==> config.mk <==
export PLATFORM = sky130hd
export DESIGN_NAME = icz_cfg_regs
export DESIGN_NICKNAME = d
export VERILOG_FILES = /design/src/rtl/core/icz_pkg.sv /design/src/rtl/core/icz_cfg_regs.sv
export SDC_FILE = /design/constraint.sdc
export NUM_CORES = 1
export LEC_CHECK = 0
export BUFFER_PORTS_ARGS = -buffer_cell sky130_fd_sc_hd__buf_4
export CORE_MARGIN = 5
export CORE_UTILIZATION = 40
export DETAILED_ROUTE_END_ITERATION = 6
export GPL_TIMING_DRIVEN = 0
export PLACE_DENSITY = 0.71
export SYNTH_ARGS = -nofsm -noshare
export SYNTH_HDL_FRONTEND = slang
export SYNTH_SLANG_ARGS = --single-unit
==> constraint.sdc <==
create_clock -name clk_i -period 2.3 [get_ports clk_i]
set_input_delay 0.46 -clock clk_i [delete_from_list [all_inputs] [get_ports clk_i]]
set_output_delay 0.46 -clock clk_i [all_outputs]
set_load 0.05 [all_outputs]
==> src/rtl/core/icz_pkg.sv <==
// shared types and constants of the zero-border image convolution unit
package icz_pkg;

  localparam int MaxWidth = 1024;
  localparam int ColW     = $clog2(MaxWidth);
  localparam int RowW     = 12;
  localparam int LineRows = 4;
  localparam int BankW    = $clog2(LineRows);
  localparam int Win      = 5;
  localparam int PixW     = 8;
  localparam int CoefW    = 16;
  localparam int NumTaps  = 9;
  localparam int ProdW    = CoefW + PixW + 1;
  localparam int SumW     = 28;
  localparam int WidthW   = 11;
  localparam int HeightW  = 13;
  localparam int CfgIdxW  = 4;
  localparam int CfgDataW = 48;
  localparam int FracW    = 12;

  typedef enum logic [CfgIdxW-1:0] {
    CfgKernelMode = 4'd0,
    CfgLineRadius = 4'd1,
    CfgImageWidth = 4'd2,
    CfgImageHeight = 4'd3,
    CfgClampMode  = 4'd4,
    CfgCoefsLow   = 4'd5,
    CfgCoefsMid   = 4'd6,
    CfgCoefsHigh  = 4'd7
  } cfg_idx_e;

  typedef enum logic [1:0] {
    KmRow    = 2'd0,
    KmCol    = 2'd1,
    KmSquare = 2'd2
  } kmode_e;

  typedef struct packed {
    logic [PixW-1:0] pixel;
    logic            frame_start;
  } in_item_t;

  typedef struct packed {
    logic signed [SumW-1:0] filtered;
    logic [RowW-1:0]        out_row;
    logic [ColW-1:0]        out_col;
    logic                   frame_last;
  } out_item_t;

  typedef struct packed {
    kmode_e                           mode;
    logic [1:0]                       rad;
    logic [WidthW-1:0]                width;
    logic [HeightW-1:0]               height;
    logic                             clamp;
    logic [NumTaps-1:0][CoefW-1:0]    coef;
  } cfg_t;

  typedef struct packed {
    logic [PixW-1:0] px;
    logic [RowW-1:0] row;
    logic [ColW-1:0] col;
  } pos_t;

  typedef struct packed {
    logic [RowW-1:0] row;
    logic [ColW-1:0] col;
    logic            last;
    logic            interior;
  } meta_t;

  typedef logic [Win-1:0][Win-1:0][PixW-1:0] window_t;

endpackage

==> src/rtl/core/icz_cfg_regs.sv <==
// configuration registers and their effective values
module icz_cfg_regs (
  input  logic                         clk_i,
  input  logic                         rst_ni,
  input  logic                         cfg_valid_i,
  input  logic [icz_pkg::CfgIdxW-1:0]  cfg_index_i,
  input  logic [icz_pkg::CfgDataW-1:0] cfg_data_i,
  output icz_pkg::cfg_t                cfg_o
);
  import icz_pkg::*;

  logic [1:0]          mode_q, rad_q;
  logic [WidthW-1:0]   width_q;
  logic [HeightW-1:0]  height_q;
  logic                clamp_q;
  logic [CfgDataW-1:0] lo_q, mid_q, hi_q;

  always_ff @(posedge clk_i or negedge rst_ni) begin
    if (!rst_ni) begin
      mode_q   <= 2'd2;
      rad_q    <= 2'd1;
      width_q  <= WidthW'(640);
      height_q <= HeightW'(480);
      clamp_q  <= 1'b0;
      lo_q     <= '0;
      mid_q    <= '0;
      hi_q     <= '0;
    end else if (cfg_valid_i) begin
      case (cfg_idx_e'(cfg_index_i))
        CfgKernelMode:  mode_q   <= cfg_data_i[1:0];
        CfgLineRadius:  rad_q    <= cfg_data_i[1:0];
        CfgImageWidth:  width_q  <= cfg_data_i[WidthW-1:0];
        CfgImageHeight: height_q <= cfg_data_i[HeightW-1:0];
        CfgClampMode:   clamp_q  <= cfg_data_i[0];
        CfgCoefsLow:    lo_q     <= cfg_data_i;
        CfgCoefsMid:    mid_q    <= cfg_data_i;
        CfgCoefsHigh:   hi_q     <= cfg_data_i;
        default: ;
      endcase
    end
  end

  always_comb begin
    cfg_o = '0;
    if (mode_q == 2'd0) begin
      cfg_o.mode = KmRow;
    end else if (mode_q == 2'd1) begin
      cfg_o.mode = KmCol;
    end else begin
      cfg_o.mode = KmSquare;
    end
    if (cfg_o.mode == KmSquare) begin
      cfg_o.rad = 2'd1;
    end else if (rad_q > 2'd2) begin
      cfg_o.rad = 2'd2;
    end else begin
      cfg_o.rad = rad_q;
    end
    if (width_q == '0) begin
      cfg_o.width = WidthW'(1);
    end else if (width_q > WidthW'(MaxWidth)) begin
      cfg_o.width = WidthW'(MaxWidth);
    end else begin
      cfg_o.width = width_q;
    end
    if (height_q == '0) begin
      cfg_o.height = HeightW'(1);
    end else if (height_q > HeightW'(4096)) begin
      cfg_o.height = HeightW'(4096);
    end else begin
      cfg_o.height = height_q;
    end
    cfg_o.clamp = clamp_q;
    cfg_o.coef  = {hi_q, mid_q, lo_q};
  end

endmodule

==> results.md <==
- Buf/Inv on CP: 1
- Crit start category: flip-flop
- WP data required: 1.84 ns
- CP endpoint kind: output port
- Post-synthesis compound-gate area fraction: 0.002788
- Layout cells sized above 1: 0.5769
- Flops & latches, synth: 173
- Largest net degree at the start of global routing: 98
- Delay of the slowest critical-path stage: 0.40 ns
- Power Density: 1269 nW/um2
- Vias post-DR: 4316
- Worst Skew: 0 ns
- Commonest cells after routing, fill and taps aside: buf_4 (234), dfrtp_1 (165), mux2_2 (103), mux2_1 (70), nor2b_1 (21)
- Post-cts sizing count: 0
- Drt initial violations: 152
- Adder-cell share of the synthesized area: 0
- Rel. slew slack: 0.6134
- Depth of the most critical reg-to-reg path: 2
- FMAX: 487.8 MHz
- Status: complete, no violations
- Post-synth EDFFs: 0
- Gate Count Post-Synth: 416
- Max-Cap Viols: 0
- Area of the multi-input gates: 2245 um2
- Critical path class: reg2out
- Post-Synth Simple-Gate Area: 0.04126
- Final Critical Period: 2.050 ns
- Gr usage total: 0.1693
- CTS sink cnt: 173
- GRT busiest layer: met2
- Post-Syn Area: 6733 um2
- First-pass GRT wire length: 26250 um
- DP HPWL: 12250 um
- Core area: 16520 um2
- Synth Area in XOR/XNOR: 0
- Final wirelength: 16370 um
- CTS max path bufs: 2
- H-tree depth: 4
- Async S/R FF share, synth: 1.000
- Endpoints failing hold: 0
- Syn-to-layout area delta: 38.80%
- Main combinational cell family by area after synthesis: multiplexers
- CTS Root Cell: clkbuf_16
- Initial Utilization: 0.4074
- Count of port buffers added during placement: 227
- Antenna cell count: 0
- Hold slack: 0.003948 ns
- Mapped Nets: 471
- Seq/Total Area, Yosys: 0.6445
- CTS buffer count: 17
- Worst-Skew Late Latency: 0.41 ns
- Avg WL per Cell: 18.26 um
- RR Endpoint: height_q[12]
- Leakage power: 4.487 nW
- Top-Level Pins: 228
- Reg2reg start: height_q[12]
- Multiplexer share of the synthesized area: 0.2894
- HP Class: in2async
- Synth top area share: 0.6133
- Fin nets: 718
- Worst-path cell chain: nor4_1 > nand3_1 > o21ai_0 > buf_4
- # DRC: 0
- Register area: 4339 um2
- Final core occ: 0.5655
- Largest cells by area after synthesis: dfrtp_1 (61%), mux2_2 (17%), mux2_1 (12%)
- Most common cell after layout, fill and taps aside: buf_4
- Finished Cell Area: 9345 um2
- Fin crit share: 0.8912
- Avg Inst Size Synth: 16.18 um2
- Unrepaired setup endpoints after global routing: false
- Pre-antenna DRT Iters: 4
- Row cnt: 47
- Cell taking the most area after synthesis: dfrtp_1
- Crit-path slowest cell: dfrtp_1
- Met3 usage: 0.05901
- R2R Setup Slk: 1.22 ns
- Die Y: 139.7 um
- Grt met2 use: 0.2775
- Hold buffer count at CTS: 0
- Top delay family on crit path: simple AND/OR/NAND/NOR gates
- Arrival @ worst endpoint: 1.59 ns
- CP max FO: 3
- Die Width: 139.7 um
- Die area: 19530 um2
- Gpl congestion: 0.7685
- Antenna-violating nets left: 0
- Slew Limit Fails: 0
- Grt total ovfl: 0
- VDD IR-drop max: 0.0006144 V
- Filler cells: 1334
- Worst-path clk slew: 0.06 ns
- Post-place instance area: 8747 um2
- Initial antenna violation count: 0
- Least-Margin Pin Slew: 0.5799 ns
- Yosys warnings: 0
- Main synth FF type: dfrtp_1
- Met1 Track Usage GR: 0.2108
- Drt via density: 4.817
- Synth unique cells: 22
- # setup viols final: 0
- Post-CTS Setup Repair Bufs: 0
- Vias in the first global route: 4741
- CTS tree: done
[how the worst max path moves through the flow]
stage | startpoint | to | slack (ns) | cells after the start
3_5_place_dp | cfg_index_i[3] | mid_q[3] | 0.19 | 6
2_1_floorplan | width_q[10] | cfg_o[158] | 0.15 | 2
4_1_cts | width_q[2] | cfg_o[158] | 0.21 | 4
3_3_place_gp | rst_ni | hi_q[32] | -0.08 | 1
5_1_grt | width_q[2] | cfg_o[158] | 0.16 | 4
6_report | width_q[2] | cfg_o[158] | 0.25 | 4
[cells by family after synthesis]
| kind of cell | after synthesis |
|---|---|
| AO/OA/AOI/OAI | 3 |
| buffers and inverters | 25 |
| flip-flops | 173 |
| multiplexers | 173 |
| AND/OR/NAND/NOR | 42 |
[per-stage QoR]
step | setup WS, ns | cells | setup TNS [ns] | power (mW)
after floorplan | 0.1454 | 416 | 0 | 7.413
after global placement | -0.08340 | 863 | -12.00 | 8.987
after detailed placement | 0.1934 | 864 | 0 | 9.084
after CTS | 0.2098 | 896 | 0 | 12.00
after global routing | 0.1575 | 896 | 0 | 12.35
final | 0.2502 | 896 | 0 | 11.86
[metal layers]
metal	part of all wire	wire, um
met5	0	0
met4	0.014	229
met3	0.071	1166
met2	0.50	8248
met1	0.41	6721
[sequential cells by signal, indices dropped and copies added (netlist names)]
signal	count
rad_q	2
height_q	13
mid_q	48
hi_q	48
width_q	11
lo_q	48
clamp_q	1
mode_q	2
[report_power, final]
part	leakage [nW]	switching (mW)	internal (mW)
registers	2.11	0.406	3.78
clock network	0.287	1.15	1.72
logic	2.09	3.30	1.50
total	4.49	4.86	7.00
[area by class of cell]
type	count	share of cell area
sequential	173	0.4643
multi-input combinational	218	0.2402
timing repair buffer	228	0.1861
clock buffer	24	0.05262
tap	220	0.02946
buffer	23	0.01513
clock inverter	8	0.01138
inverter	2	0.0008033
[cell usage after synthesis (2+ instances only)]
library cell and number:
buf_2 8, buf_4 8, buf_6 2, clkbuf_1 5, dfrtp_1 165, dfstp_2 8
inv_1 2, mux2_1 70, mux2_2 103, nand2_1 2, nand3b_1 2, nor2_1 5
nor2b_1 21, nor3_1 2, nor3b_2 3, nor4_1 4
No activity file was read; power rests on OpenSTA's default activity.
