## src/rtl/core/icz_pkg.sv

```systemverilog
// shared types and constants of the zero-border image convolution unit
package icz_pkg;

  localparam int MaxWidth = 1024;
  localparam int ColW     = $clog2(MaxWidth);
  localparam int RowW     = 12;
  localparam int LineRows = 4;
  localparam int BankW    = $clog2(LineRows);
  localparam int Win      = 5;
  localparam int PixW     = 8;
  localparam int CoefW    = 16;
  localparam int NumTaps  = 9;
  localparam int ProdW    = CoefW + PixW + 1;
  localparam int SumW     = 28;
  localparam int WidthW   = 11;
  localparam int HeightW  = 13;
  localparam int CfgIdxW  = 4;
  localparam int CfgDataW = 48;
  localparam int FracW    = 12;

  typedef enum logic [CfgIdxW-1:0] {
    CfgKernelMode = 4'd0,
    CfgLineRadius = 4'd1,
    CfgImageWidth = 4'd2,
    CfgImageHeight = 4'd3,
    CfgClampMode  = 4'd4,
    CfgCoefsLow   = 4'd5,
    CfgCoefsMid   = 4'd6,
    CfgCoefsHigh  = 4'd7
  } cfg_idx_e;

  typedef enum logic [1:0] {
    KmRow    = 2'd0,
    KmCol    = 2'd1,
    KmSquare = 2'd2
  } kmode_e;

  typedef struct packed {
    logic [PixW-1:0] pixel;
    logic            frame_start;
  } in_item_t;

  typedef struct packed {
    logic signed [SumW-1:0] filtered;
    logic [RowW-1:0]        out_row;
    logic [ColW-1:0]        out_col;
    logic                   frame_last;
  } out_item_t;

  typedef struct packed {
    kmode_e                           mode;
    logic [1:0]                       rad;
    logic [WidthW-1:0]                width;
    logic [HeightW-1:0]               height;
    logic                             clamp;
    logic [NumTaps-1:0][CoefW-1:0]    coef;
  } cfg_t;

  typedef struct packed {
    logic [PixW-1:0] px;
    logic [RowW-1:0] row;
    logic [ColW-1:0] col;
  } pos_t;

  typedef struct packed {
    logic [RowW-1:0] row;
    logic [ColW-1:0] col;
    logic            last;
    logic            interior;
  } meta_t;

  typedef logic [Win-1:0][Win-1:0][PixW-1:0] window_t;

endpackage

```

## src/rtl/core/icz_mac.sv

```systemverilog
// tap products, sum, clamp and result register
module icz_mac (
  input  logic               clk_i,
  input  logic               rst_ni,
  input  icz_pkg::cfg_t      cfg_i,
  input  logic               s2_valid_i,
  input  icz_pkg::meta_t     s2_meta_i,
  input  icz_pkg::window_t   win_i,
  output logic               s2_take_o,
  output logic               out_valid_o,
  input  logic               out_ready_i,
  output icz_pkg::out_item_t out_item_o
);
  import icz_pkg::*;

  logic [PixW-1:0]         pix [NumTaps];
  logic signed [ProdW-1:0] prod_d [NumTaps];
  logic signed [ProdW-1:0] prod_q [NumTaps];
  meta_t                   meta_q;
  logic                    s3_v_q, out_v_q;
  logic                    out_go, s3_go;
  logic [2:0]              off;
  logic signed [SumW-1:0]  sum, res;
  out_item_t               out_q;

  assign out_go    = !out_v_q || out_ready_i;
  assign s3_go     = !s3_v_q || out_go;
  assign s2_take_o = s2_valid_i && s3_go;

  always_comb begin
    off = 3'd4 - {cfg_i.rad, 1'b0};
    for (int i = 0; i < NumTaps; i++) begin
      pix[i] = '0;
    end
    case (cfg_i.mode)
      KmRow: begin
        for (int i = 0; i < Win; i++) begin
          if (3'(i) <= {cfg_i.rad, 1'b0}) begin
            pix[i] = win_i[Win-1][off + 3'(i)];
          end
        end
      end
      KmCol: begin
        for (int i = 0; i < Win; i++) begin
          if (3'(i) <= {cfg_i.rad, 1'b0}) begin
            pix[i] = win_i[off + 3'(i)][Win-1];
          end
        end
      end
      default: begin
        for (int a = 0; a < 3; a++) begin
          for (int b = 0; b < 3; b++) begin
            pix[3*a+b] = win_i[2+a][2+b];
          end
        end
      end
    endcase
    for (int i = 0; i < NumTaps; i++) begin
      prod_d[i] = $signed(cfg_i.coef[i]) * $signed({1'b0, pix[i]});
    end
  end

  always_ff @(posedge clk_i) begin
    if (s2_take_o) begin
      prod_q <= prod_d;
      meta_q <= s2_meta_i;
    end
  end

  always_comb begin
    sum = '0;
    for (int i = 0; i < NumTaps; i++) begin
      sum = sum + SumW'(prod_q[i]);
    end
    if (!meta_q.interior) begin
      res = '0;
    end else if (!cfg_i.clamp) begin
      res = sum;
    end else if (sum[SumW-1]) begin
      res = '0;
    end else if (|sum[SumW-1:FracW+PixW]) begin
      res = SumW'(255);
    end else begin
      res = SumW'(sum[FracW+PixW-1:FracW]);
    end
  end

  always_ff @(posedge clk_i or negedge rst_ni) begin
    if (!rst_ni) begin
      s3_v_q  <= 1'b0;
      out_v_q <= 1'b0;
    end else begin
      if (s3_go) begin
        s3_v_q <= s2_valid_i;
      end
      if (out_go) begin
        out_v_q <= s3_v_q;
      end
    end
  end

  always_ff @(posedge clk_i) begin
    if (out_go && s3_v_q) begin
      out_q.filtered   <= res;
      out_q.out_row    <= meta_q.row;
      out_q.out_col    <= meta_q.col;
      out_q.frame_last <= meta_q.last;
    end
  end

  assign out_valid_o = out_v_q;
  assign out_item_o  = out_q;

endmodule

```

## config.mk

```make
export PLATFORM = sky130hd
export DESIGN_NAME = icz_mac
export DESIGN_NICKNAME = d
export VERILOG_FILES = /design/src/rtl/core/icz_pkg.sv /design/src/rtl/core/icz_mac.sv
export SDC_FILE = /design/constraint.sdc
export NUM_CORES = 2
export LEC_CHECK = 0
export BUFFER_PORTS_ARGS = -buffer_cell sky130_fd_sc_hd__buf_4
export CORE_ASPECT_RATIO = 0.75
export CORE_MARGIN = 8
export CORE_UTILIZATION = 55
export DETAILED_ROUTE_END_ITERATION = 6
export HOLD_SLACK_MARGIN = 0.05
export PLACE_DENSITY = 0.84
export SLEW_MARGIN = 20
export SYNTH_ARGS = -nofsm -noshare
export SYNTH_HDL_FRONTEND = slang
export SYNTH_SLANG_ARGS = --single-unit
```

## constraint.sdc

```tcl
create_clock -name clk_i -period 40.4 [get_ports clk_i]
set_input_delay 8.08 -clock clk_i [delete_from_list [all_inputs] [get_ports clk_i]]
set_output_delay 8.08 -clock clk_i [all_outputs]
set_load 0.02 [all_outputs]
```

==> metrics.json <==
{
  "outcome": {
    "status": "complete, no violations"
  },
  "sta": {
    "setup_viol_count_final": 0,
    "hold_viol_final": 0,
    "report.final.slew_viol_count": 0,
    "max_freq_mhz": 58.7,
    "slew_headroom_pct": 26.2,
    "worst_slew_pin_slew_ns": 1.10,
    "unrepaired_setup_endpoints_after_global_routing": "no",
    "worst_clock_skew_ns": 0.0238,
    "timing.final.crit_period_ns": 17.04,
    "fin_tns_setup_ns": 0,
    "post-route-period-util_pct": 42.2
  },
  "placement": {
    "post_dp_cell_area_um2": 62400,
    "portBuffers": 333,
    "place_hpwl_mm": 135,
    "gp_congestion": 0.992
  },
  "worst_setup_path": {
    "timing.reg2reg.worst_path_depth": 17,
    "critical_path_required_ns": 32.32,
    "timing.critical_path.cells": "buf_4 -> nor2b_1 -> a21boi_4 -> buf_4",
    "r2r_setup_slack_ns": 34.31,
    "beginning_of_the_worst_register_to_register_path": "prod_q[152]",
    "critPathMaxFanout": 14,
    "crit_path_frequent_cell": "buf_4",
    "worst_r2r_dst": "out_item_o[27]",
    "crit_path_end_kind": "output pin",
    "critical-path-max-stage-delay_ns": 0.48,
    "crit_type": "in2out",
    "worstPathArrival_ns": 8.96,
    "cp-start-kind": "input port",
    "timing.critical_path.slowest_stage_cell": "a21boi_4"
  },
  "global_routing": {
    "number_of_global_route_vias_before_repair": 45627,
    "grtUsageTotal_pct": 27.6,
    "global_route.overflow_total": 0,
    "global_route_wire_length_before_repair_mm": 253,
    "grt_start_max_net_pins": 102,
    "antenna_found_initial": 39
  },
  "min_path": {
    "whs_path_depth": 0,
    "hold_path_class": "reg2reg",
    "worstHoldEndpoint": "out_item_o[22]",
    "hold_start": "meta_q[23]"
  },
  "layout": {
    "layout.cell_area.non_filler_um2": 63600,
    "share_of_final_layout_standard_cells_stronger_than_drive_strength_1_pct": 7.60,
    "syn_to_final_growth_pct": 8.94,
    "finalNetCount": 8357
  },
  "yosys": {
    "post-synth-top-area-fraction_pct": 37.5,
    "synthesis.nets": 8099,
    "syn_avg_cell_area_um2": 9.53,
    "async_reset_ff_share_pct": 0.662,
    "syn-instance-count": 6123,
    "synth-seq-area-share_pct": 15.5,
    "yosys_register_bits": 302,
    "synth.lib_cells_used.distinct": 85,
    "yosysMostFrequentCell": "inv_1",
    "dominantRegCellSynth": "edfxtp_1",
    "synth-edff-count": 300,
    "post_synth_instance_area_um2": 58400,
    "netlist_top_cells_area": "fa_1 38%, edfxtp_1 15%, ha_1 10%, inv_1 10%, and3_1 3.7%",
    "synthesis.yosys.warnings": 0,
    "ys_top_cells_by_count": "1593 x inv_1, 1095 x fa_1, 490 x nand2_1",
    "synth.largest_area_cell": "fa_1"
  },
  "drt": {
    "via_per_inst": 5.59,
    "drc": 0,
    "route.vias.total": 43920,
    "route.detailed.wl_per_inst_um": 20.5,
    "wirelength_mm": 161,
    "drt_pass1_iterations": 6,
    "detailedRoute.firstIterationViolations": 4118,
    "drt.antenna.violating_nets": 0
  },
  "die": {
    "floorplan.rows": 103,
    "fp.dieArea_um2": 117000,
    "die_boundary_height_um": 298,
    "die_x_um": 392,
    "floorplan.io_pins": 454,
    "start_util_pct": 55.4,
    "core_outline_area_um2": 105000
  },
  "clock_network": {
    "ctsHoldBuffers": 0,
    "clk_latency_ns": 0.60,
    "postCtsSetupBuffers": 0,
    "cts.sink_count": 302,
    "cts_max_path_buffers": 3,
    "numCtsBuffers": 37,
    "clock_tree.root_cell": "clkbuf_16",
    "postCtsResizedCells": 0,
    "clock_tree_from_tritoncts": "yes",
    "cts.htree.levels": 2,
    "clkSlewWorstSetupHoldPaths_ns": 0.05
  },
  "flow_run": {
    "maxCapViolCount": 0
  }
}
-- cells in the final DEF (no fill, tap or decap), types with 39 or more instances in the layout --
master / instances
and2_1: 250
edfxtp_1: 300
xor2_1: 42
inv_1: 1593
fa_1: 1095
and3_1: 348
nand3_1: 83
a21oi_1: 163
o21ai_0: 71
nor2b_1: 158
ha_1: 480
xnor2_1: 169
nand2b_1: 39
nor2_1: 169
a211oi_1: 40
buf_4: 369
a21o_1: 49
nand2_1: 490
nor3_1: 59
-- routing by layer --
layer | vias to the layer above | track usage (%) | part of all wire [%]
li1 | 19512 | - | -
met1 | 21890 | 38.3 | 40
met2 | 2176 | 40.9 | 43
met3 | 316 | 8.77 | 13
met4 | 26 | 9.61 | 3.8
met5 | - | 0 | 0.097
-- final cells by class --
cell class	instances	area, µm²
Tap cell	1417	1770
Antenna cell	26	65.1
Clock buffer	42	945
Sequential cell	302	9060
Timing Repair Buffer	370	2790
Clock inverter	23	200
Inverter	1594	5980
Fill cell	8522	41700
Multi-Input combinational cell	4076	42800
-- worst max path at each step --
stage                start         to  slack (ns)
2_1_floorplan  out_ready_i  s2_take_o        5.86
3_3_place_gp   out_ready_i  s2_take_o       23.36
3_5_place_dp   out_ready_i  s2_take_o       23.34
4_1_cts        out_ready_i  s2_take_o       23.34
5_1_grt        out_ready_i  s2_take_o       23.29
6_report       out_ready_i  s2_take_o       23.36
-- kinds of logic (layout without fill, tap and decap cells) --
| family | after synthesis | in the layout | share of synthesized area [%] |
|---|---|---|---|
| muxes | 26 | 26 | 0.487 |
| xor gates and xnor gates | 211 | 211 | 3.17 |
| other | 0 | 26 | 0 |
| AOI/OAI and AO/OA | 565 | 565 | 6.50 |
| and+or+nand+nor | 1699 | 1699 | 15.2 |
| adders and majority gates | 1575 | 1575 | 47.8 |
| buffers and inverters | 1745 | 2029 | 11.3 |
| DFF | 302 | 302 | 15.5 |
-- through the flow --
step	util, %	setup slack (ns)	cells	hold WS (ns)
finish	60.4	23.36	7850	0.416
global route	60.4	23.29	7841	0.423
CTS	60.3	23.34	7824	0.418
detailed placement	59.2	23.34	7759	0.405
global placement	59.2	23.36	7759	0.401
floorplan	-	5.86	6123	0.400
-- flip-flops by register name (all words and copies together) (netlist names) --
register	cells
meta_q	24
out_item_o	51
out_valid_o	1
prod_q	225
s3_v_q	1
-- critical path: cells and delay by family --
family / cells / cell delay, ns
and+or+nand+nor: 1 / 0.07
AOI/OAI and AO/OA: 1 / 0.48
buffers and inverters: 2 / 0.32
Power is not shown: default switching activity piles up to over one toggle a cycle in this logic, so the estimate is an artifact.
