==> src/rtl/core/icz_pkg.sv <==
// shared types and constants of the zero-border image convolution unit
package icz_pkg;

  localparam int MaxWidth = 1024;
  localparam int ColW     = $clog2(MaxWidth);
  localparam int RowW     = 12;
  localparam int LineRows = 4;
  localparam int BankW    = $clog2(LineRows);
  localparam int Win      = 5;
  localparam int PixW     = 8;
  localparam int CoefW    = 16;
  localparam int NumTaps  = 9;
  localparam int ProdW    = CoefW + PixW + 1;
  localparam int SumW     = 28;
  localparam int WidthW   = 11;
  localparam int HeightW  = 13;
  localparam int CfgIdxW  = 4;
  localparam int CfgDataW = 48;
  localparam int FracW    = 12;

  typedef enum logic [CfgIdxW-1:0] {
    CfgKernelMode = 4'd0,
    CfgLineRadius = 4'd1,
    CfgImageWidth = 4'd2,
    CfgImageHeight = 4'd3,
    CfgClampMode  = 4'd4,
    CfgCoefsLow   = 4'd5,
    CfgCoefsMid   = 4'd6,
    CfgCoefsHigh  = 4'd7
  } cfg_idx_e;

  typedef enum logic [1:0] {
    KmRow    = 2'd0,
    KmCol    = 2'd1,
    KmSquare = 2'd2
  } kmode_e;

  typedef struct packed {
    logic [PixW-1:0] pixel;
    logic            frame_start;
  } in_item_t;

  typedef struct packed {
    logic signed [SumW-1:0] filtered;
    logic [RowW-1:0]        out_row;
    logic [ColW-1:0]        out_col;
    logic                   frame_last;
  } out_item_t;

  typedef struct packed {
    kmode_e                           mode;
    logic [1:0]                       rad;
    logic [WidthW-1:0]                width;
    logic [HeightW-1:0]               height;
    logic                             clamp;
    logic [NumTaps-1:0][CoefW-1:0]    coef;
  } cfg_t;

  typedef struct packed {
    logic [PixW-1:0] px;
    logic [RowW-1:0] row;
    logic [ColW-1:0] col;
  } pos_t;

  typedef struct packed {
    logic [RowW-1:0] row;
    logic [ColW-1:0] col;
    logic            last;
    logic            interior;
  } meta_t;

  typedef logic [Win-1:0][Win-1:0][PixW-1:0] window_t;

endpackage

==> src/rtl/core/icz_window.sv <==
// pixel window and output position stage
module icz_window (
  input  logic                                            clk_i,
  input  logic                                            rst_ni,
  input  icz_pkg::cfg_t                                   cfg_i,
  input  logic                                            s1_valid_i,
  input  icz_pkg::pos_t                                   s1_pos_i,
  input  logic [icz_pkg::LineRows-1:0][icz_pkg::PixW-1:0] line_i,
  output logic                                            s1_go_o,
  output logic                                            s2_valid_o,
  output icz_pkg::meta_t                                  s2_meta_o,
  output icz_pkg::window_t                                win_o,
  input  logic                                            s2_take_i
);
  import icz_pkg::*;

  window_t win_q, win_d;
  logic    s2_v_q;
  meta_t   meta_q, meta_d;
  logic    emit;

  logic [HeightW-1:0] r13, h13, rad13, orow13;
  logic [11:0]        c12, w12, rad12, ocol12;
  logic [BankW-1:0]   slot;

  assign s1_go_o = !s2_v_q || s2_take_i;

  always_comb begin
    win_d = win_q;
    for (int i = 0; i < Win; i++) begin
      for (int j = 0; j < Win - 1; j++) begin
        win_d[i][j] = win_q[i][j+1];
      end
    end
    for (int k = 1; k < Win; k++) begin
      slot = s1_pos_i.row[BankW-1:0] - BankW'(k);
      win_d[Win-1-k][Win-1] = line_i[slot];
    end
    win_d[Win-1][Win-1] = s1_pos_i.px;
  end

  always_comb begin
    r13    = {1'b0, s1_pos_i.row};
    h13    = cfg_i.height;
    rad13  = {11'b0, cfg_i.rad};
    c12    = {2'b0, s1_pos_i.col};
    w12    = {1'b0, cfg_i.width};
    rad12  = {10'b0, cfg_i.rad};
    emit   = 1'b0;
    orow13 = r13;
    ocol12 = c12;
    meta_d = '0;
    case (cfg_i.mode)
      KmRow: begin
        if (c12 >= rad12) begin
          emit   = 1'b1;
          ocol12 = c12 - rad12;
        end else if (c12 + w12 >= rad12) begin
          emit   = r13 != '0;
          orow13 = r13 - HeightW'(1);
          ocol12 = c12 + w12 - rad12;
        end else begin
          emit   = r13 >= HeightW'(2);
          orow13 = r13 - HeightW'(2);
          ocol12 = c12 + w12 + w12 - rad12;
        end
        meta_d.interior = ocol12 >= rad12 && ocol12 + rad12 <= w12 - 12'd1;
      end
      KmCol: begin
        emit   = r13 >= rad13;
        orow13 = r13 - rad13;
        meta_d.interior = orow13 >= rad13 && orow13 + rad13 <= h13 - HeightW'(1);
      end
      default: begin
        if (c12 != '0) begin
          emit   = r13 != '0;
          orow13 = r13 - HeightW'(1);
          ocol12 = c12 - 12'd1;
        end else begin
          emit   = r13 >= HeightW'(2);
          orow13 = r13 - HeightW'(2);
          ocol12 = w12 - 12'd1;
        end
        meta_d.interior = orow13 >= HeightW'(1) && orow13 + HeightW'(1) <= h13 - HeightW'(1)
                       && ocol12 >= 12'd1 && ocol12 + 12'd1 <= w12 - 12'd1;
      end
    endcase
    meta_d.row  = orow13[RowW-1:0];
    meta_d.col  = ocol12[ColW-1:0];
    meta_d.last = (r13 == h13 - HeightW'(1)) && (c12 == w12 - 12'd1);
  end

  always_ff @(posedge clk_i or negedge rst_ni) begin
    if (!rst_ni) begin
      win_q  <= '0;
      s2_v_q <= 1'b0;
    end else if (s1_valid_i && s1_go_o) begin
      win_q  <= win_d;
      s2_v_q <= emit;
    end else if (s2_take_i) begin
      s2_v_q <= 1'b0;
    end
  end

  always_ff @(posedge clk_i) begin
    if (s1_valid_i && s1_go_o) begin
      meta_q <= meta_d;
    end
  end

  assign s2_valid_o = s2_v_q;
  assign s2_meta_o  = meta_q;
  assign win_o      = win_q;

endmodule

==> config.mk <==
export PLATFORM = sky130hd
export DESIGN_NAME = icz_window
export DESIGN_NICKNAME = d
export VERILOG_FILES = /design/src/rtl/core/icz_pkg.sv /design/src/rtl/core/icz_window.sv
export SDC_FILE = /design/constraint.sdc
export NUM_CORES = 1
export LEC_CHECK = 0
export BUFFER_PORTS_ARGS = -buffer_cell sky130_fd_sc_hd__buf_2
export CORE_AREA = 5 5 179 181
export CTS_CLUSTER_SIZE = 24
export DETAILED_ROUTE_END_ITERATION = 6
export DIE_AREA = 0 0 184 186
export HOLD_SLACK_MARGIN = 0.15
export PLACE_DENSITY = 0.85
export SETUP_SLACK_MARGIN = 0.02
export SYNTH_ARGS = -nofsm -noshare
export SYNTH_HDL_FRONTEND = slang
export SYNTH_SLANG_ARGS = --single-unit
==> constraint.sdc <==
create_clock -name clk_i -period 4 [get_ports clk_i]
set_clock_uncertainty 0.05 [all_clocks]
set_input_delay 0.8 -clock clk_i [delete_from_list [all_inputs] [get_ports clk_i]]
set_output_delay 0.8 -clock clk_i [all_outputs]
set_load 0.05 [all_outputs]
==> qor.txt <==
Detailed Route WL - 52890 um
global-route wire length before repair - 79260 um
final non-filler cell total - 2396
width of the die - 184 um
num ports - 465
number of maximum-capacitance violations - 0
setup repair after global routing missed its margin - true
initial antenna violation count - 7
final worst-path cycle share - 1.354
total chip power - 12.61 mW
Filler cells - 2191
largest area contributor in the netlist - sky130_fd_sc_hd__dfrtp_1
antenna viol nets, final - 0
run status - finished with violations
final setup violation count - 6
number of library cell types mapped by synthesis - 79
worst slew slack as a fraction of its limit - 0.2678
cell depth of the worst flop-to-flop path - 4
actual transition at the worst max-transition pin - 1.098 ns
pin count of the biggest net entering global routing - 132
clock slew at reported path FFs - 0.06 ns
drt wl/cell - 22.08 um
DRC errors left - 0
final-stage net count - 2328
number of storage elements in the synthesis netlist - 225
maximum count of clock buffers along a single path - 3
count of vias placed by the detailed router - 13610
clock sink total - 225
number of synthesized flops with an enable pin - 24
vertical extent of the die - 186 um
Clock Latency Late Sink - 0.52 ns
required time at the endpoint of the critical path - 4.21 ns
worst setup slack after layout - -1.414 ns
Max Fanout on Critical Path - 3
largest vdd supply drop - 479.1 uV
core region area - 30270 um^2
fraction of final layout cells sized beyond drive strength 1 - 0.5018
placed instance count - 2325
initial cell density of the core - 0.5366
clock root buffer - sky130_fd_sc_hd__clkbuf_16
average footprint of a synthesized cell - 10.59 um^2
TritonCTS Buffers - 24
ratio of total power to cell area - 609.9 nW/um^2
synthesized net count - 1884
cell count after synthesis - 1533
Netlist Area Pre-Place - 16240 um^2
violated checks - setup timing
share of the synthesized area in the top cell type - 0.3097
proportion of synthesized chip area in sequential cells - 0.3541
number of global-route vias before repair - 13840
clock tree from TritonCTS - built
startpoint types - primary input
most common cell in the synthesized netlist - sky130_fd_sc_hd__mux2_2
fraction of synthesis flops using an asynchronous set or reset pin - 0.8933
largest cells by area after synthesis - sky130_fd_sc_hd__dfrtp_1, sky130_fd_sc_hd__mux2_2, sky130_fd_sc_hd__ha_1
number of warnings reported in the yosys synthesis log - 0
most instantiated flip-flop cell in the synthesis netlist - sky130_fd_sc_hd__dfrtp_1
signed area change from the synthesized netlist to the final layout - 27.29%
HPWL reported at the end of detailed placement - 40830 um
highest attainable clock frequency - 184.7 MHz
arrival time at the worst endpoint - 5.63 ns
detailed-router iteration count before antenna repair - 5
number of violations reported at the end of detailed-routing iteration 0 - 1027
Final min period - 5.414 ns
area of the die - 34220 um^2
top cells by count, synth - sky130_fd_sc_hd__mux2_2, sky130_fd_sc_hd__dfrtp_1, sky130_fd_sc_hd__buf_4, sky130_fd_sc_hd__ha_1, sky130_fd_sc_hd__xnor2_1
# rows - 64
IO buf count - 319
Final Max Tran Viols - 0
Hold Fails Final Rpt - 0
classification of the worst-slack hold path - in -> async
endpoint class of the critical path - register
detailed-route vias per instance - 5.679
overflow left after global routing - 0
Setup Crit Path Kind - in -> reg
routability congestion estimate from global placement - 0.9860
deepest level of the CTS H-tree - 1
setup_tns - -2.477 ns
overall fraction of global-route tracks in use - 0.2946
leakage power figure - 9.651 nW
## layout make-up
| class | instances | area [um^2] | area share |
|---|---|---|---|
| multi-input cells | 1018 | 9156 | 0.4429 |
| flip-flops and latches | 225 | 5751 | 0.2781 |
| repair buffers | 645 | 4173 | 0.2018 |
| clock buffers | 36 | 758.2 | 0.03667 |
| well taps | 396 | 495.5 | 0.02397 |
| inverters | 63 | 236.5 | 0.01144 |
| clock inverters | 6 | 87.58 | 0.004236 |
| diodes | 7 | 17.52 | 0.0008473 |
## through the flow
step / hold slack [ns] / cell area (um^2) / setup slack, ns / utilization
3_3_place_gp: 0.4339 / 19360 / -1.978 / 0.6395
3_5_place_dp: 0.4393 / 19360 / -2.071 / 0.6395
2_1_floorplan: 0.4489 / 16390 / -1.812 / -
4_1_cts: 0.4482 / 20520 / -1.377 / 0.6779
5_1_grt: 0.4551 / 20670 / -1.745 / 0.6830
6_report: 0.3685 / 20670 / -1.414 / 0.6830
## kinds of logic after synthesis
| kind of cell | Yosys count | synth area share |
|---|---|---|
| AOI/OAI and AO/OA | 176 | 0.07018 |
| xor gates and xnor gates | 146 | 0.07873 |
| adders and majority gates | 112 | 0.08998 |
| buffers and inverters | 290 | 0.1051 |
| DFF | 225 | 0.3541 |
| muxes | 252 | 0.1958 |
| and+or+nand+nor | 332 | 0.1062 |
## worst max-delay path, stage by stage
cell and delay, ns:
sky130_fd_sc_hd__buf_6 0.10, sky130_fd_sc_hd__ha_4 0.15, sky130_fd_sc_hd__fa_2 0.39, sky130_fd_sc_hd__a21o_1 0.20, sky130_fd_sc_hd__a22oi_2 0.23, sky130_fd_sc_hd__o2bb2ai_2 0.14
sky130_fd_sc_hd__o21bai_1 0.10, sky130_fd_sc_hd__a21oi_2 0.15, sky130_fd_sc_hd__ha_1 0.27, sky130_fd_sc_hd__a21oi_2 0.16, sky130_fd_sc_hd__nand2_2 0.07, sky130_fd_sc_hd__buf_4 0.16
sky130_fd_sc_hd__nor3_4 0.14, sky130_fd_sc_hd__mux2i_1 0.25, sky130_fd_sc_hd__o21ai_2 0.10, sky130_fd_sc_hd__ha_1 0.28, sky130_fd_sc_hd__inv_1 0.05, sky130_fd_sc_hd__a21oi_1 0.06
sky130_fd_sc_hd__nor2_1 0.16, sky130_fd_sc_hd__and4b_4 0.28, sky130_fd_sc_hd__nand3_2 0.08, sky130_fd_sc_hd__xnor2_1 0.13, sky130_fd_sc_hd__ha_1 0.30, sky130_fd_sc_hd__nand4_1 0.12
sky130_fd_sc_hd__or2_4 0.25, sky130_fd_sc_hd__o221ai_2 0.15, sky130_fd_sc_hd__o21ai_1 0.08, sky130_fd_sc_hd__a311o_1 0.26
## routing by layer
layer / track usage / vias up / wire length, um
met5: 0 / - / 12
met4: 0.1266 / 2 / 2602
met3: 0.07387 / 177 / 5022
met2: 0.4931 / 695 / 25240
met1: 0.3639 / 6562 / 20020
li1: - / 6172 / -
## final timing paths
path / from / endpoint / slack [ns]
worst max-delay path: cfg_i[158] / s2_meta_o[0] / -1.41
worst min-delay path: rst_ni / win_o[81] / 0.37
worst max register to register: s2_valid_o / win_o[90] / 1.79
worst min register to register: win_o[121] / win_o[121] / 0.45
max in group asynchronous: rst_ni / win_o[22] / 2.59
min in group clk_i: win_o[121] / win_o[121] / 0.45
## placed cells by master, fill, tap and decap left out, types with 5 or more instances in the layout
| master | count |
|---|---|
| sky130_fd_sc_hd__clkbuf_8 | 8 |
| sky130_fd_sc_hd__nand2_1 | 76 |
| sky130_fd_sc_hd__buf_6 | 12 |
| sky130_fd_sc_hd__a21oi_2 | 7 |
| sky130_fd_sc_hd__buf_4 | 310 |
| sky130_fd_sc_hd__xor2_1 | 65 |
| sky130_fd_sc_hd__dfrtp_1 | 201 |
| sky130_fd_sc_hd__ha_1 | 97 |
| sky130_fd_sc_hd__diode_2 | 7 |
| sky130_fd_sc_hd__inv_1 | 62 |
| sky130_fd_sc_hd__and2_1 | 6 |
| sky130_fd_sc_hd__nor3b_1 | 6 |
| sky130_fd_sc_hd__nand2b_1 | 11 |
| sky130_fd_sc_hd__clkbuf_16 | 26 |
| sky130_fd_sc_hd__nor4_1 | 17 |
| sky130_fd_sc_hd__nor2b_1 | 10 |
| sky130_fd_sc_hd__mux2_2 | 201 |
| sky130_fd_sc_hd__mux2i_1 | 14 |
| sky130_fd_sc_hd__and3_1 | 10 |
| sky130_fd_sc_hd__nand3_1 | 28 |
| sky130_fd_sc_hd__buf_12 | 5 |
| sky130_fd_sc_hd__a211oi_1 | 5 |
| sky130_fd_sc_hd__o21ai_1 | 13 |
| sky130_fd_sc_hd__a211oi_2 | 5 |
| sky130_fd_sc_hd__nor2_1 | 71 |
| sky130_fd_sc_hd__edfxtp_1 | 24 |
| sky130_fd_sc_hd__mux4_2 | 32 |
| sky130_fd_sc_hd__nand4_1 | 22 |
| sky130_fd_sc_hd__a21o_1 | 18 |
| sky130_fd_sc_hd__nor3_1 | 24 |
| sky130_fd_sc_hd__o21a_1 | 7 |
| sky130_fd_sc_hd__o21ai_0 | 31 |
| sky130_fd_sc_hd__a21oi_1 | 40 |
| sky130_fd_sc_hd__or4_1 | 8 |
| sky130_fd_sc_hd__buf_2 | 316 |
| sky130_fd_sc_hd__xnor2_1 | 77 |
| sky130_fd_sc_hd__or3_1 | 7 |
## where the power goes
part           switching [mW]  internal, mW
Clock                   0.913          1.44
Sequential              0.646          3.09
Combinational            4.51          2.01
Total                    6.07          6.54
## registers in the layout (all words and copies together), names as in the netlist
register	count
s2_meta_o	24
win_o	200
s2_valid_o	1
## what timing repair did
item                                    in CTS  in global routing
gates resized for setup                     37                 28
pin swaps                                   33                 23
gates cloned                                 0                  0
hold buffers                                 0                  0
buffers inserted                            20                  2
endpoints found under the setup margin      10                 18
Note: power is estimated with default switching activity, not from simulation.
